==> config.mk <==
export PLATFORM = sky130hd
export DESIGN_NAME = recursive_lock_with_fifo_waiters
export DESIGN_NICKNAME = d
export VERILOG_FILES = /design/src/rlfw_pkg.sv /design/src/recursive_lock_with_fifo_waiters.sv /design/src/rlfw_wait_queue.sv /design/src/rlfw_lock.sv
export SDC_FILE = /design/constraint.sdc
export NUM_CORES = 1
export LEC_CHECK = 0
export ABC_AREA = 0
export BUFFER_PORTS_ARGS = -buffer_cell sky130_fd_sc_hd__buf_2
export CORE_MARGIN = 3
export CORE_UTILIZATION = 50
export CTS_BUF_LIST = sky130_fd_sc_hd__clkbuf_8
export CTS_CLUSTER_DIAMETER = 40
export DETAILED_ROUTE_END_ITERATION = 8
export PLACE_DENSITY = 0.69
export SLEW_MARGIN = 0
export SYNTH_ARGS = -nofsm -noshare
export SYNTH_HDL_FRONTEND = slang
export SYNTH_SLANG_ARGS = --single-unit
==> constraint.sdc <==
create_clock -name clock -period 2.95 [get_ports clock]
set_input_delay 0.295 -clock clock [delete_from_list [all_inputs] [get_ports clock]]
set_output_delay 0.295 -clock clock [all_outputs]
set_load 0.01 [all_outputs]
==> src/rlfw_pkg.sv <==
// Shared types and constants for the recursive lock with FIFO waiters.
package rlfw_pkg;

   localparam int THREAD_W = 4;
   localparam int NEST_W   = 8;
   localparam int SLOTS    = 16;
   localparam int SLOT_W   = 4;
   localparam int FILL_W   = 5;
   localparam int STATUS_W = 3;

   typedef enum logic {
      OP_ACQUIRE = 1'b0,
      OP_RELEASE = 1'b1
   } op_type;

   typedef enum logic [STATUS_W-1:0] {
      ST_GRANTED         = 3'd0,
      ST_QUEUED          = 3'd1,
      ST_NEST_DEC        = 3'd2,
      ST_FREED           = 3'd3,
      ST_NOT_HOLDER      = 3'd4,
      ST_ALREADY_WAITING = 3'd5,
      ST_NEST_OVERFLOW   = 3'd6
   } status_type;

   typedef struct packed {
      logic                valid;
      op_type              operation;
      logic [THREAD_W-1:0] thread_id;
   } req_type;

   typedef struct packed {
      logic                push;
      logic                pop;
      logic [THREAD_W-1:0] push_id;
   } qcmd_type;

   typedef struct packed {
      logic [FILL_W-1:0]   fill;
      logic [THREAD_W-1:0] head_id;
      logic [SLOTS-1:0]    waiting;
   } qstat_type;

   typedef struct packed {
      status_type          status;
      logic                woken_valid;
      logic [THREAD_W-1:0] woken_thread;
      logic [NEST_W-1:0]   nest_count;
   } rsp_type;

endpackage

==> src/recursive_lock_with_fifo_waiters.sv <==
// Top level of the recursive lock with a FIFO of waiting threads.
//
// Request channel: drive req_operation (0 acquire, 1 release) and
// req_thread_id with start high; the word is taken at the rising edge where
// start is high and busy is low. busy stays low, so a request may be issued
// in every cycle.
// Result channel: each request gives exactly one result word, shown for one
// cycle with rsp_valid high; it is taken at the edge that ends that cycle.
// The receiver cannot stall, so results are never held back.
// A taken request is captured in the request register, passes through the
// decision stage and is captured in the result register, which drives the
// outputs. Throughput: one request per cycle, set by that single decision
// stage, which also updates the holder and waiter state.
// Reset (synchronous, active high): frees the lock, empties the waiter FIFO
// and clears the waiting map; no result word is shown until a new request.
module recursive_lock_with_fifo_waiters import rlfw_pkg::*; #(
   parameter int MAX_THREADS = 16,
   parameter int MAX_NEST    = 255
) (
   input  logic                clock,
   input  logic                reset,
   input  logic                start,
   output logic                busy,
   input  logic                req_operation,
   input  logic [THREAD_W-1:0] req_thread_id,
   output logic                rsp_valid,
   output logic [STATUS_W-1:0] rsp_status,
   output logic                rsp_woken_valid,
   output logic [THREAD_W-1:0] rsp_woken_thread,
   output logic [NEST_W-1:0]   rsp_nest_count
);

   req_type   req_ff, req_in;
   rsp_type   rsp_ff, rsp_in;
   logic      rsp_valid_ff;
   qcmd_type  qcmd;
   qstat_type qstat;

   assign busy = 1'b0;

   always_comb begin
      req_in.valid     = start && !busy;
      req_in.operation = op_type'(req_operation);
      req_in.thread_id = req_thread_id;
   end

   always_ff @(posedge clock) begin
      if (reset) begin
         req_ff.valid <= 1'b0;
         rsp_valid_ff <= 1'b0;
      end else begin
         req_ff.valid <= req_in.valid;
         rsp_valid_ff <= req_ff.valid;
      end
      req_ff.operation <= req_in.operation;
      req_ff.thread_id <= req_in.thread_id;
      rsp_ff           <= rsp_in;
   end

   rlfw_lock #(
      .MAX_THREADS (MAX_THREADS),
      .MAX_NEST    (MAX_NEST)
   ) u_lock (
      .clock (clock),
      .reset (reset),
      .req   (req_ff),
      .qstat (qstat),
      .qcmd  (qcmd),
      .rsp   (rsp_in)
   );

   rlfw_wait_queue u_queue (
      .clock (clock),
      .reset (reset),
      .cmd   (qcmd),
      .stat  (qstat)
   );

   assign rsp_valid        = rsp_valid_ff;
   assign rsp_status       = rsp_ff.status;
   assign rsp_woken_valid  = rsp_ff.woken_valid;
   assign rsp_woken_thread = rsp_ff.woken_thread;
   assign rsp_nest_count   = rsp_ff.nest_count;

endmodule

==> src/rlfw_wait_queue.sv <==
// Waiter FIFO with its membership map.
module rlfw_wait_queue import rlfw_pkg::*; (
   input  logic      clock,
   input  logic      reset,
   input  qcmd_type  cmd,
   output qstat_type stat
);

   logic [THREAD_W-1:0] entry_ff [SLOTS];
   logic [SLOT_W-1:0]   head_ff, head_in;
   logic [SLOT_W-1:0]   tail_ff, tail_in;
   logic [FILL_W-1:0]   fill_ff, fill_in;
   logic [SLOTS-1:0]    waiting_ff, waiting_in;

   always_comb begin
      head_in    = head_ff;
      tail_in    = tail_ff;
      fill_in    = fill_ff;
      waiting_in = waiting_ff;
      if (cmd.push) begin
         tail_in                  = tail_ff + 1'b1;
         fill_in                  = fill_ff + 1'b1;
         waiting_in[cmd.push_id]  = 1'b1;
      end else if (cmd.pop) begin
         head_in                        = head_ff + 1'b1;
         fill_in                        = fill_ff - 1'b1;
         waiting_in[entry_ff[head_ff]]  = 1'b0;
      end
   end

   always_ff @(posedge clock) begin
      if (reset) begin
         head_ff    <= '0;
         tail_ff    <= '0;
         fill_ff    <= '0;
         waiting_ff <= '0;
      end else begin
         head_ff    <= head_in;
         tail_ff    <= tail_in;
         fill_ff    <= fill_in;
         waiting_ff <= waiting_in;
      end
   end

   always_ff @(posedge clock) begin
      if (cmd.push) begin
         entry_ff[tail_ff] <= cmd.push_id;
      end
   end

   assign stat.fill    = fill_ff;
   assign stat.head_id = entry_ff[head_ff];
   assign stat.waiting = waiting_ff;

endmodule

==> src/rlfw_lock.sv <==
// Holder state and per-request decision logic.
module rlfw_lock import rlfw_pkg::*; #(
   parameter int MAX_THREADS = 16,
   parameter int MAX_NEST    = 255
) (
   input  logic      clock,
   input  logic      reset,
   input  req_type   req,
   input  qstat_type qstat,
   output qcmd_type  qcmd,
   output rsp_type   rsp
);

   localparam int NEST_LIMIT = (MAX_NEST < 255) ? MAX_NEST : 255;
   localparam int FIFO_CAP   = (MAX_THREADS < SLOTS) ? MAX_THREADS : SLOTS;

   logic                holder_valid_ff, holder_valid_in;
   logic [THREAD_W-1:0] holder_thread_ff, holder_thread_in;
   logic [NEST_W-1:0]   depth_ff, depth_in;
   logic                tid_ok;
   logic                queue_full;
   logic                is_holder;

   assign tid_ok     = ({28'd0, req.thread_id} < 32'(MAX_THREADS));
   assign queue_full = (qstat.fill >= FILL_W'(FIFO_CAP));
   assign is_holder  = holder_valid_ff && (holder_thread_ff == req.thread_id);

   always_comb begin
      holder_valid_in  = holder_valid_ff;
      holder_thread_in = holder_thread_ff;
      depth_in         = depth_ff;
      qcmd.push        = 1'b0;
      qcmd.pop         = 1'b0;
      qcmd.push_id     = req.thread_id;
      rsp.status       = ST_NOT_HOLDER;
      rsp.woken_valid  = 1'b0;
      rsp.woken_thread = '0;
      if (req.valid && tid_ok) begin
         unique case (req.operation)
            OP_ACQUIRE: begin
               priority if (!holder_valid_ff) begin
                  holder_valid_in  = 1'b1;
                  holder_thread_in = req.thread_id;
                  depth_in         = NEST_W'(1);
                  rsp.status       = ST_GRANTED;
               end else if (is_holder) begin
                  if (depth_ff >= NEST_W'(NEST_LIMIT)) begin
                     rsp.status = ST_NEST_OVERFLOW;
                  end else begin
                     depth_in   = depth_ff + 1'b1;
                     rsp.status = ST_GRANTED;
                  end
               end else if (qstat.waiting[req.thread_id] || queue_full) begin
                  rsp.status = ST_ALREADY_WAITING;
               end else begin
                  qcmd.push  = 1'b1;
                  rsp.status = ST_QUEUED;
               end
            end
            OP_RELEASE: begin
               priority if (!is_holder) begin
                  rsp.status = ST_NOT_HOLDER;
               end else if (depth_ff > NEST_W'(1)) begin
                  depth_in   = depth_ff - 1'b1;
                  rsp.status = ST_NEST_DEC;
               end else begin
                  holder_valid_in  = 1'b0;
                  holder_thread_in = '0;
                  depth_in         = '0;
                  rsp.status       = ST_FREED;
                  if (qstat.fill != '0) begin
                     qcmd.pop         = 1'b1;
                     rsp.woken_valid  = 1'b1;
                     rsp.woken_thread = qstat.head_id;
                  end
               end
            end
            default: begin
               rsp.status = ST_NOT_HOLDER;
            end
         endcase
      end
      rsp.nest_count = depth_in;
   end

   always_ff @(posedge clock) begin
      if (reset) begin
         holder_valid_ff  <= 1'b0;
         holder_thread_ff <= '0;
         depth_ff         <= '0;
      end else begin
         holder_valid_ff  <= holder_valid_in;
         holder_thread_ff <= holder_thread_in;
         depth_ff         <= depth_in;
      end
   end

endmodule

==> out/qor.yml, run 1 <==
worstPathRequired_ns: 3.25
setup.worst_path.end: "u_queue.waiting_ff[3]"
clk_pin_slew_ns: 0.07
gp_congestion: 0.8908
syn_avg_cell_area_um2: 11.98
p_leak_nw: 2.400
timing.fmax_mhz: 365.6
die_x_um: 113.9
post-route-period-util_pct: 92.71
fin_util_pct: 59.85
grt_pass1_vias: 4097
grt_pass1_wl_um: 21020
crit_start: "req_ff[0]"
place_ws_ns: 0.1277
hold_path_class: "input port to flop"
n_antenna_cell: 0
fill_cells: 872
final_antenna_net_count: 0
ir_drop_mv: 0.6962
first_pass_iters: 6
syn_nets: 506
cts_htree_levels: 4
cts_buffers: 17
antenna_found_initial: 0
rr_worst_depth: 8
r2r_end: "u_queue.waiting_ff[3]"
clock_skew_ns: 0.01156
placed_area_mm2: 0.006192
slew_viol_final: 0
die_h_um: 113.9
synth_top_flop_cell: "dfxtp_1"
yosys.area.top_type: "edfxtp_1"
clock-sinks: 133
pwr-share-clk_pct: 42.3
drive_gt1_share_pct: 21.65
p_per_area_mw_per_mm2: 547.4
place.detailed.hpwl_um: 9085
portBuffers: 24
r2r_slack_ns: 0.22
crit_fanout: 11
routed_wl_um: 12810
postSynthCellCount: 486
root_buffer: "clkbuf_8"
synth.area.top_cells: "edfxtp_1 (33%), dfxtp_1 (24%), mux4_2 (6.6%)"
p_seq_share_pct: 53.7
cp_cell_sequence: "xor2_1, nor4_2, buf_4, nand4_1, or2_1, clkinv_4, and3_1, a211oi_1"
fp-row-count: 38
arrival_ns: 3.03
whs_ns: 0.1235
setup_violations: 0
worst_slew_pin_slew_ns: 0.5787
die_area_mm2: 0.01298
drc_errors: 0
async_flop_share_pct: 0
fin_ws_ns: 0.2151
core_mm2: 0.01113
cp_top_family: "simple AND/OR/NAND/NOR gates"
totalNegativeSetupSlack_ns: 0
cp-end-kind: "flop"
p_sw_share_pct: 20.65
cts_tree: "built"
grt_util_all_layers_pct: 21.20
post_drt_via_cell_ratio: 6.012
netlist_area_mm2: 0.005824
ys.warnings.count: 0
drv_cap: 0
critPathBufInv: 2
status: "completed"
overflow: 0
rsz0062_at_grt: "false"
fin_nets: 552
yosysMostFrequentCell: "dfxtp_1"
min_period_ns: 2.735
initial_core_util_pct: 52.35
critPathKind: "flop to flop"
area_delta_synth_final_pct: 14.33
cpPeakStageDelay_ns: 0.58
grt_max_degree: 33
stdcell_area_mm2: 0.006659
synth_commonest_cells: "dfxtp_1 (69), edfxtp_1 (64), nor2_1 (42)"
finalHoldViolCount: 0
cp-start-kind: "flop"
yosysUniqueCellTypes: 67
synth-seq-cells: 133
crit_slowest_cell: "dfxtp_1"
synth_top_cell_area_share_pct: 33.00
clock_latency_ns: 0.43
cellInternalPower_mw: 2.892
combPwrFrac_pct: 4.0
clockBufferDepth: 2
pin_count: 26
post_drt_wl_per_cell_um: 18.70
vias: 4118
reg2reg_from: "req_ff[0]"
p_switching_mw: 0.7529
synth_edf_count: 64
crit_cells: 8
drtIter0Drc: 392
relSlewSlack_pct: 61.06
yosysSeqAreaShare_pct: 56.71
-- power by group through the flow --
| stage | Combinational [mW] | Clock [mW] | Sequential [mW] |
|---|---|---|---|
| floorplan | 0.0833 | 0 | 2.00 |
| global placement | 0.134 | 0 | 2.00 |
| detailed placement | 0.137 | 0 | 2.00 |
| CTS | 0.142 | 1.57 | 1.96 |
| global route | 0.157 | 1.66 | 1.96 |
| finish | 0.144 | 1.54 | 1.96 |
-- layout make-up --
type	count	area (µm²)	share of cell area (%)
inverters	11	50.05	0.7516
flip-flops and latches	133	3308	49.68
multi-input cells	310	2311	34.71
clock buffers	17	234.0	3.514
well taps	140	175.2	2.631
repair buffers	59	407.9	6.126
clock inverters	15	172.7	2.593
-- timing repair --
item                                    CTS  global route
endpoints found under the hold margin     5             0
hold buffers                              5             0
resized for setup                         0             1
endpoints found under the setup margin    0             2
buffers inserted                          0             1
-- cell usage in the layout, fill, tap and decap left out, types with 4 or more instances in the layout --
cell type / instances
a31oi_1: 16
edfxtp_1: 64
mux4_2: 17
and3_1: 11
a21oi_1: 12
nor2b_1: 9
buf_4: 29
clkbuf_8: 17
dfxtp_1: 67
o21ai_0: 9
mux2i_1: 6
o21a_1: 4
a41o_1: 4
nand3b_1: 4
nor2_1: 42
xor2_1: 8
bufinv_16: 4
xnor2_1: 5
ha_1: 11
nand2_1: 27
o211ai_1: 4
a22o_1: 5
nand4_1: 5
nor3_1: 16
nand3_1: 14
a211oi_1: 12
and2_1: 7
nor4_1: 6
inv_1: 13
buf_2: 24
dlygate4sd3_1: 5
-- cells by family after synthesis --
kind of cell             after synthesis  synth area share (%)
AO/OA/AOI/OAI                         96                 11.73
flip-flops                           133                 56.71
AND/OR/NAND/NOR                      161                 14.63
XOR/XNOR                              13                 1.955
buffers and inverters                 43                 3.824
adder cells (fa/ha/maj)               12                 2.707
other                                  1               0.06439
multiplexers                          27                 8.378
-- metal layers --
layer | share of wire (%) | vias up | wire, µm | global-route usage (%)
li1 | - | 1930 | - | -
met1 | 43 | 1986 | 5500 | 28.17
met2 | 47 | 175 | 5958 | 32.47
met3 | 7.8 | 27 | 998 | 6.472
met4 | 2.7 | 0 | 349 | 8.868
met5 | 0 | - | 0 | 0
-- worst min path at each step --
stage | start | endpoint | slack [ns] | cells past startpoint
2_1_floorplan | req_thread_id[1] | req_ff[1] | 0.32 | 0
3_3_place_gp | req_operation | req_ff[4] | 0.43 | 1
3_5_place_dp | req_operation | req_ff[4] | 0.43 | 1
4_1_cts | start | req_ff[5] | 0.1 | 2
5_1_grt | start | req_ff[5] | 0.12 | 2
6_report | start | req_ff[5] | 0.12 | 2
-- state kept, by name, indices dropped and copies added, names as in the netlist, named ones only --
name                     flops
req_ff                       6
rsp_nest_count               8
rsp_status                   3
rsp_valid                    1
rsp_woken_thread             4
rsp_woken_valid              1
u_lock.depth_ff              8
u_lock.holder_thread_ff      4
u_lock.holder_valid_ff       1
u_queue.entry_ff            64
u_queue.fill_ff              5
u_queue.head_ff              4
u_queue.tail_ff              4
u_queue.waiting_ff          16
-- stage by stage --
stage	cells	power (mW)
after floorplan	486	2.083
after global placement	647	2.132
after detailed placement	647	2.135
after CTS	684	3.673
after global routing	685	3.779
final	685	3.645
(Power assumes the default switching activity.)
==> inputs of run 2 (changes only) <==
--- a/config.mk
+++ b/config.mk
@@ -6,14 +6,15 @@
 export NUM_CORES = 1
 export LEC_CHECK = 0
 export ABC_AREA = 0
-export BUFFER_PORTS_ARGS = -buffer_cell sky130_fd_sc_hd__buf_2
 export CORE_MARGIN = 3
 export CORE_UTILIZATION = 50
 export CTS_BUF_LIST = sky130_fd_sc_hd__clkbuf_8
 export CTS_CLUSTER_DIAMETER = 40
 export DETAILED_ROUTE_END_ITERATION = 8
-export PLACE_DENSITY = 0.69
+export DONT_BUFFER_PORTS = 1
+export PLACE_DENSITY = 0.68
 export SLEW_MARGIN = 0
 export SYNTH_ARGS = -nofsm -noshare
 export SYNTH_HDL_FRONTEND = slang
+export SYNTH_HIERARCHICAL = 1
 export SYNTH_SLANG_ARGS = --single-unit
==> run 2 against run 1 <==
- first-iteration DRC count increased by 8.7%
- critical path type unchanged
- final area grew 2.2%
- total power fell by 8.0%
==> out/qor.yml, run 2 <==
synth.area.top_cells: "edfxtp_1 (31%), dfxtp_1 (23%), mux4_1 (4.3%)"
synth-seq-cells: 133
cts_buffers: 17
drv_cap: 0
placed_area_mm2: 0.006301
root_buffer: "clkbuf_8"
placed_cells: 644
drive_gt1_share_pct: 18.20
clock_skew_ns: 0.01660
synth_edf_count: 64
total_power_mw: 3.353
synth_commonest_cells: "dfxtp_1 (69), edfxtp_1 (64), nor2_1 (39)"
async_flop_share_pct: 0
die_x_um: 116.5
yosysMostFrequentCell: "dfxtp_1"
clockBufferDepth: 2
synthAdderAreaFrac_pct: 2.583
yosys.area_share.simple_pct: 16.71
post_drt_wl_per_cell_um: 19.58
synth_top_cell_area_share_pct: 31.49
worstPathRequired_ns: 3.32
yosys.area.top_type: "edfxtp_1"
fin_ws_ns: 0.08273
worst_slew_pin_slew_ns: 0.7407
routed_wl_um: 13450
clock-sinks: 133
first_pass_iters: 5
hold_path_class: "input port to flop"
clk_pin_slew_ns: 0.08
synth_top_family_by_area: "simple AND/OR/NAND/NOR gates"
crit_fanout: 5
stdcell_area_mm2: 0.006805
cp-end-kind: "flop"
finalHoldViolCount: 0
timing.fmax_mhz: 348.8
die_area_mm2: 0.01357
cp-start-kind: "flop"
postSynthCellCount: 502
vias: 4265
syn_avg_cell_area_um2: 12.16
yosysUniqueCellTypes: 76
grt_pass1_vias: 4027
antenna_found_initial: 0
p_leak_nw: 2.380
grt_util_all_layers_pct: 21.10
initial_core_util_pct: 52.33
p_per_area_mw_per_mm2: 492.7
fin_cells: 687
place_ws_ns: -0.1460
totalNegativeSetupSlack_ns: 0
largest_reg_flops: 64
syn_nets: 522
final_cell_mix: "dfxtp_1 (67), edfxtp_1 (64), nor2_1 (37)"
clock_latency_ns: 0.44
fin_nets: 551
cts_htree_levels: 4
synthMuxAreaShare_pct: 8.426
status: "completed"
post-route-period-util_pct: 97.20
overflow: 0
gp_congestion: 0.8778
grt_max_degree: 35
rsz0062_at_grt: "true"
pin_count: 26
fp-row-count: 39
layout_commonest_cell: "dfxtp_1"
setup_violations: 0
final_antenna_net_count: 0
portBuffers: 0
core_mm2: 0.01166
fin_util_pct: 58.35
min_period_ns: 2.867
synth_compound_gate_area_share_pct: 12.03
synth-xor-area-share_pct: 1.722
whs_path_depth: 2
n_antenna_cell: 0
slew_viol_final: 0
critPathKind: "flop to flop"
area_delta_synth_final_pct: 11.50
ys.warnings.count: 6
relSlewSlack_pct: 50.55
post_drt_via_cell_ratio: 6.208
rr_worst_depth: 12
place.detailed.hpwl_um: 8739
drc_errors: 0
arrival_ns: 3.24
grt_pass1_wl_um: 21590
largestRegisters: "u_queue/entry_ff (64), u_queue/waiting_ff (16)"
top_register: "u_queue/entry_ff"
synth_top_flop_cell: "dfxtp_1"
ir_drop_mv: 0.3113
drtIter0Drc: 426
whs_ns: 0.05377
die_h_um: 116.5
netlist_area_mm2: 0.006103
cts_tree: "built"
yosysSeqAreaShare_pct: 54.12
run 2: cell types whose count changed after synthesis, sizes merged, moves of 5 or more:
cell    change
buf         +7
nand4       +5
inv         +7
o41a        +8
a21oi      +15
and2       +15
nor3        -5
clkbuf     -10
and3        -7
a31oi       -9
run 2: final timing paths:
check                                           to                from  slack [ns]
worst max-delay path            u_queue/fill_ff[3]           req_ff[0]        0.08
worst max register to register  u_queue/fill_ff[3]           req_ff[0]        0.08
worst min-delay path            u_lock/depth_ff[3]               reset        0.05
worst min register to register  u_queue/fill_ff[3]  u_queue/fill_ff[3]        0.49
run 2: critical path: stages, from the launching register on:
cell and delay [ns]:
dfxtp_4 0.39, mux4_2 0.53, a31o_4 0.27, nor4_4 0.26, and2_4 0.19, inv_2 0.05, buf_4 0.12, ha_1 0.30
a21o_1 0.20, a21oi_2 0.14, xnor2_1 0.13, nand2_1 0.07, a21oi_1 0.14
run 2: cell families (layout without fill, tap and decap cells):
kind of cell | count (synthesis) | after routing
AO/OA/AOI/OAI | 98 | 98
buffers and inverters | 47 | 89
XOR/XNOR | 12 | 12
AND/OR/NAND/NOR | 174 | 174
other | 1 | 1
flip-flops | 133 | 133
multiplexers | 25 | 25
adder cells (fa/ha/maj) | 12 | 12
run 2: final cells by class:
type,count,area [µm²]
fill,927,4857
sequential,133,3308
multi-input combinational,322,2597
timing repair buffer,40,332.8
clock buffer,18,247.7
tap,143,178.9
clock inverter,14,76.32
inverter,17,63.81
run 2: repair_timing:
action / CTS / global route
gates resized for setup: 2 / 14
pin swaps: 0 / 5
buffers inserted: 0 / 2
endpoints found under the hold margin: 42 / 0
hold buffers: 9 / 0
endpoints found under the setup margin: 53 / 47
run 2: layer usage:
layer,wire [µm],GRT usage (%),up-vias
met3,890,5.596,28
li1,-,-,1970
met5,0,0,-
met4,260,6.497,0
met2,6342,32.19,175
met1,5958,29.75,2092
run 2: power breakdown:
group          switching, mW  internal [mW]  total, mW
registers             0.0144           1.94       1.96
logic                 0.0933         0.0536      0.147
clock network          0.669          0.580       1.25
total                  0.776           2.58       3.35
==> inputs of run 3 (changes only) <==
--- a/config.mk
+++ b/config.mk
@@ -6,6 +6,7 @@
 export NUM_CORES = 1
 export LEC_CHECK = 0
 export ABC_AREA = 0
+export CORE_ASPECT_RATIO = 0.9
 export CORE_MARGIN = 3
 export CORE_UTILIZATION = 50
 export CTS_BUF_LIST = sky130_fd_sc_hd__clkbuf_8
==> run 3 against run 2 <==
- sequential share of layout area fell by 0.68 points
- flip-flop and latch count did not move
- critical path type unchanged
- critical endpoint is now u_queue/fill_ff[4]
- final area rose by 1.4%
==> out/qor.yml, run 3 (synthesized netlist as in run 2, its figures left out) <==
status: "completed"
largest_reg_flops: 64
die_h_um: 110.8
fp-row-count: 37
gp_congestion: 0.8956
cts_tree: "built"
fin_ws_ns: 0.09439
worstPathRequired_ns: 3.27
crit_fanout: 6
vias: 4221
final_cell_mix: "dfxtp_1 (68), edfxtp_1 (64), nor2_1 (36)"
antenna_found_initial: 0
clk_pin_slew_ns: 0.08
met1_usage_pct: 31.21
pin_count: 26
clock-sinks: 133
root_buffer: "clkbuf_8"
core_mm2: 0.01167
grt_pass1_wl_um: 21490
clock_latency_ns: 0.43
p_leak_nw: 2.405
die_x_um: 122.5
drive_gt1_share_pct: 19.60
place_ws_ns: -0.1536
post_drt_wl_per_cell_um: 19.13
drc_errors: 0
grt_util_all_layers_pct: 20.51
grt_use_met3_pct: 5.816
layout_commonest_cell: "dfxtp_1"
fin_nets: 553
totalNegativeSetupSlack_ns: 0
slew_viol_final: 0
total_power_mw: 3.511
first_pass_iters: 7
min_period_ns: 2.856
setup_violations: 0
place.detailed.hpwl_um: 9145
ir_drop_mv: 0.6477
drtIter0Drc: 351
critPathKind: "flop to flop"
cp-end-kind: "flop"
top_register: "u_queue/entry_ff"
grt_max_degree: 32
timing.fmax_mhz: 350.2
fill_cells: 968
relSlewSlack_pct: 53.96
clockBufferDepth: 2
portBuffers: 0
arrival_ns: 3.17
cts_buffers: 17
die_area_mm2: 0.01357
grt_util_met2_pct: 29.05
hold_path_class: "input port to flop"
largestRegisters: "u_queue/entry_ff (64), u_queue/waiting_ff (16)"
clock_skew_ns: 0.009524
overflow: 0
top_usage_layer: "met1"
grt_pass1_vias: 3935
post-route-period-util_pct: 96.80
finalHoldViolCount: 0
cp-start-kind: "flop"
n_antenna_cell: 0
area_delta_synth_final_pct: 13.04
initial_core_util_pct: 52.32
worst_slew_pin_slew_ns: 0.6897
p_per_area_mw_per_mm2: 508.9
routed_wl_um: 13430
drv_cap: 0
post_drt_via_cell_ratio: 6.013
final_antenna_net_count: 0
cts_htree_levels: 4
[run 3: critical path, stage by stage, from the launching register on]
cell and delay [ns]:
dfxtp_4 0.40, mux4_2 0.49, mux2i_1 0.22, nor2_2 0.08
nor4_4 0.24, and2_4 0.19, inv_1 0.05, ha_1 0.30
nor2b_1 0.15, o21a_1 0.19, o21a_1 0.18, nor3_1 0.18
nor3b_2 0.07
[run 3: metal layers]
layer  vias to the layer above  part of all wire [%]
li1                       1967                     -
met1                      2093                    48
met2                       154                    45
met3                         7                   7.0
met4                         0                  0.51
met5                         -                     0
[run 3: what timing repair did]
action                                  CTS  global route
pin swaps                                 0             7
hold buffers                              7             1
endpoints found under the setup margin   36            42
endpoints found under the hold margin    39             2
resized for setup                         2            12
setup buffers                             0             3
[run 3: layout make-up]
class | instances | area [µm²] | area share [%]
repair buffers | 42 | 357.8 | 5.187
multi-input cells | 322 | 2604 | 37.74
flip-flops and latches | 133 | 3307 | 47.93
inverters | 17 | 63.81 | 0.9249
well taps | 156 | 195.2 | 2.829
clock buffers | 18 | 247.7 | 3.591
clock inverters | 14 | 123.9 | 1.795
[run 3: power by group]
group	switching, mW	internal (mW)	leakage, nW
logic	0.0911	0.0555	1.08
clock network	0.712	0.695	0.189
registers	0.0159	1.94	1.13
[run 3: worst paths after layout]
kind | slack (ns) | endpoint | depth (start not counted) | startpoint
hold reg to reg | 0.50 | u_lock/holder_thread_ff[2] | 1 | u_lock/holder_thread_ff[2]
hold / removal | 0.03 | u_queue/waiting_ff[15] | 2 | reset
setup reg to reg | 0.09 | u_queue/fill_ff[4] | 12 | req_ff[0]
setup / recovery | 0.09 | u_queue/fill_ff[4] | 12 | req_ff[0]
[run 3: through the flow]
step	cells	area [µm²]	util, %	hold slack, ns
after floorplan	502	6108	-	0.3227
after global placement	659	6345	54.39	0.3228
after detailed placement	659	6345	54.39	0.3228
after CTS	698	6804	58.32	0.003654
after global routing	702	6899	59.14	0.002885
final	702	6899	59.14	0.03038
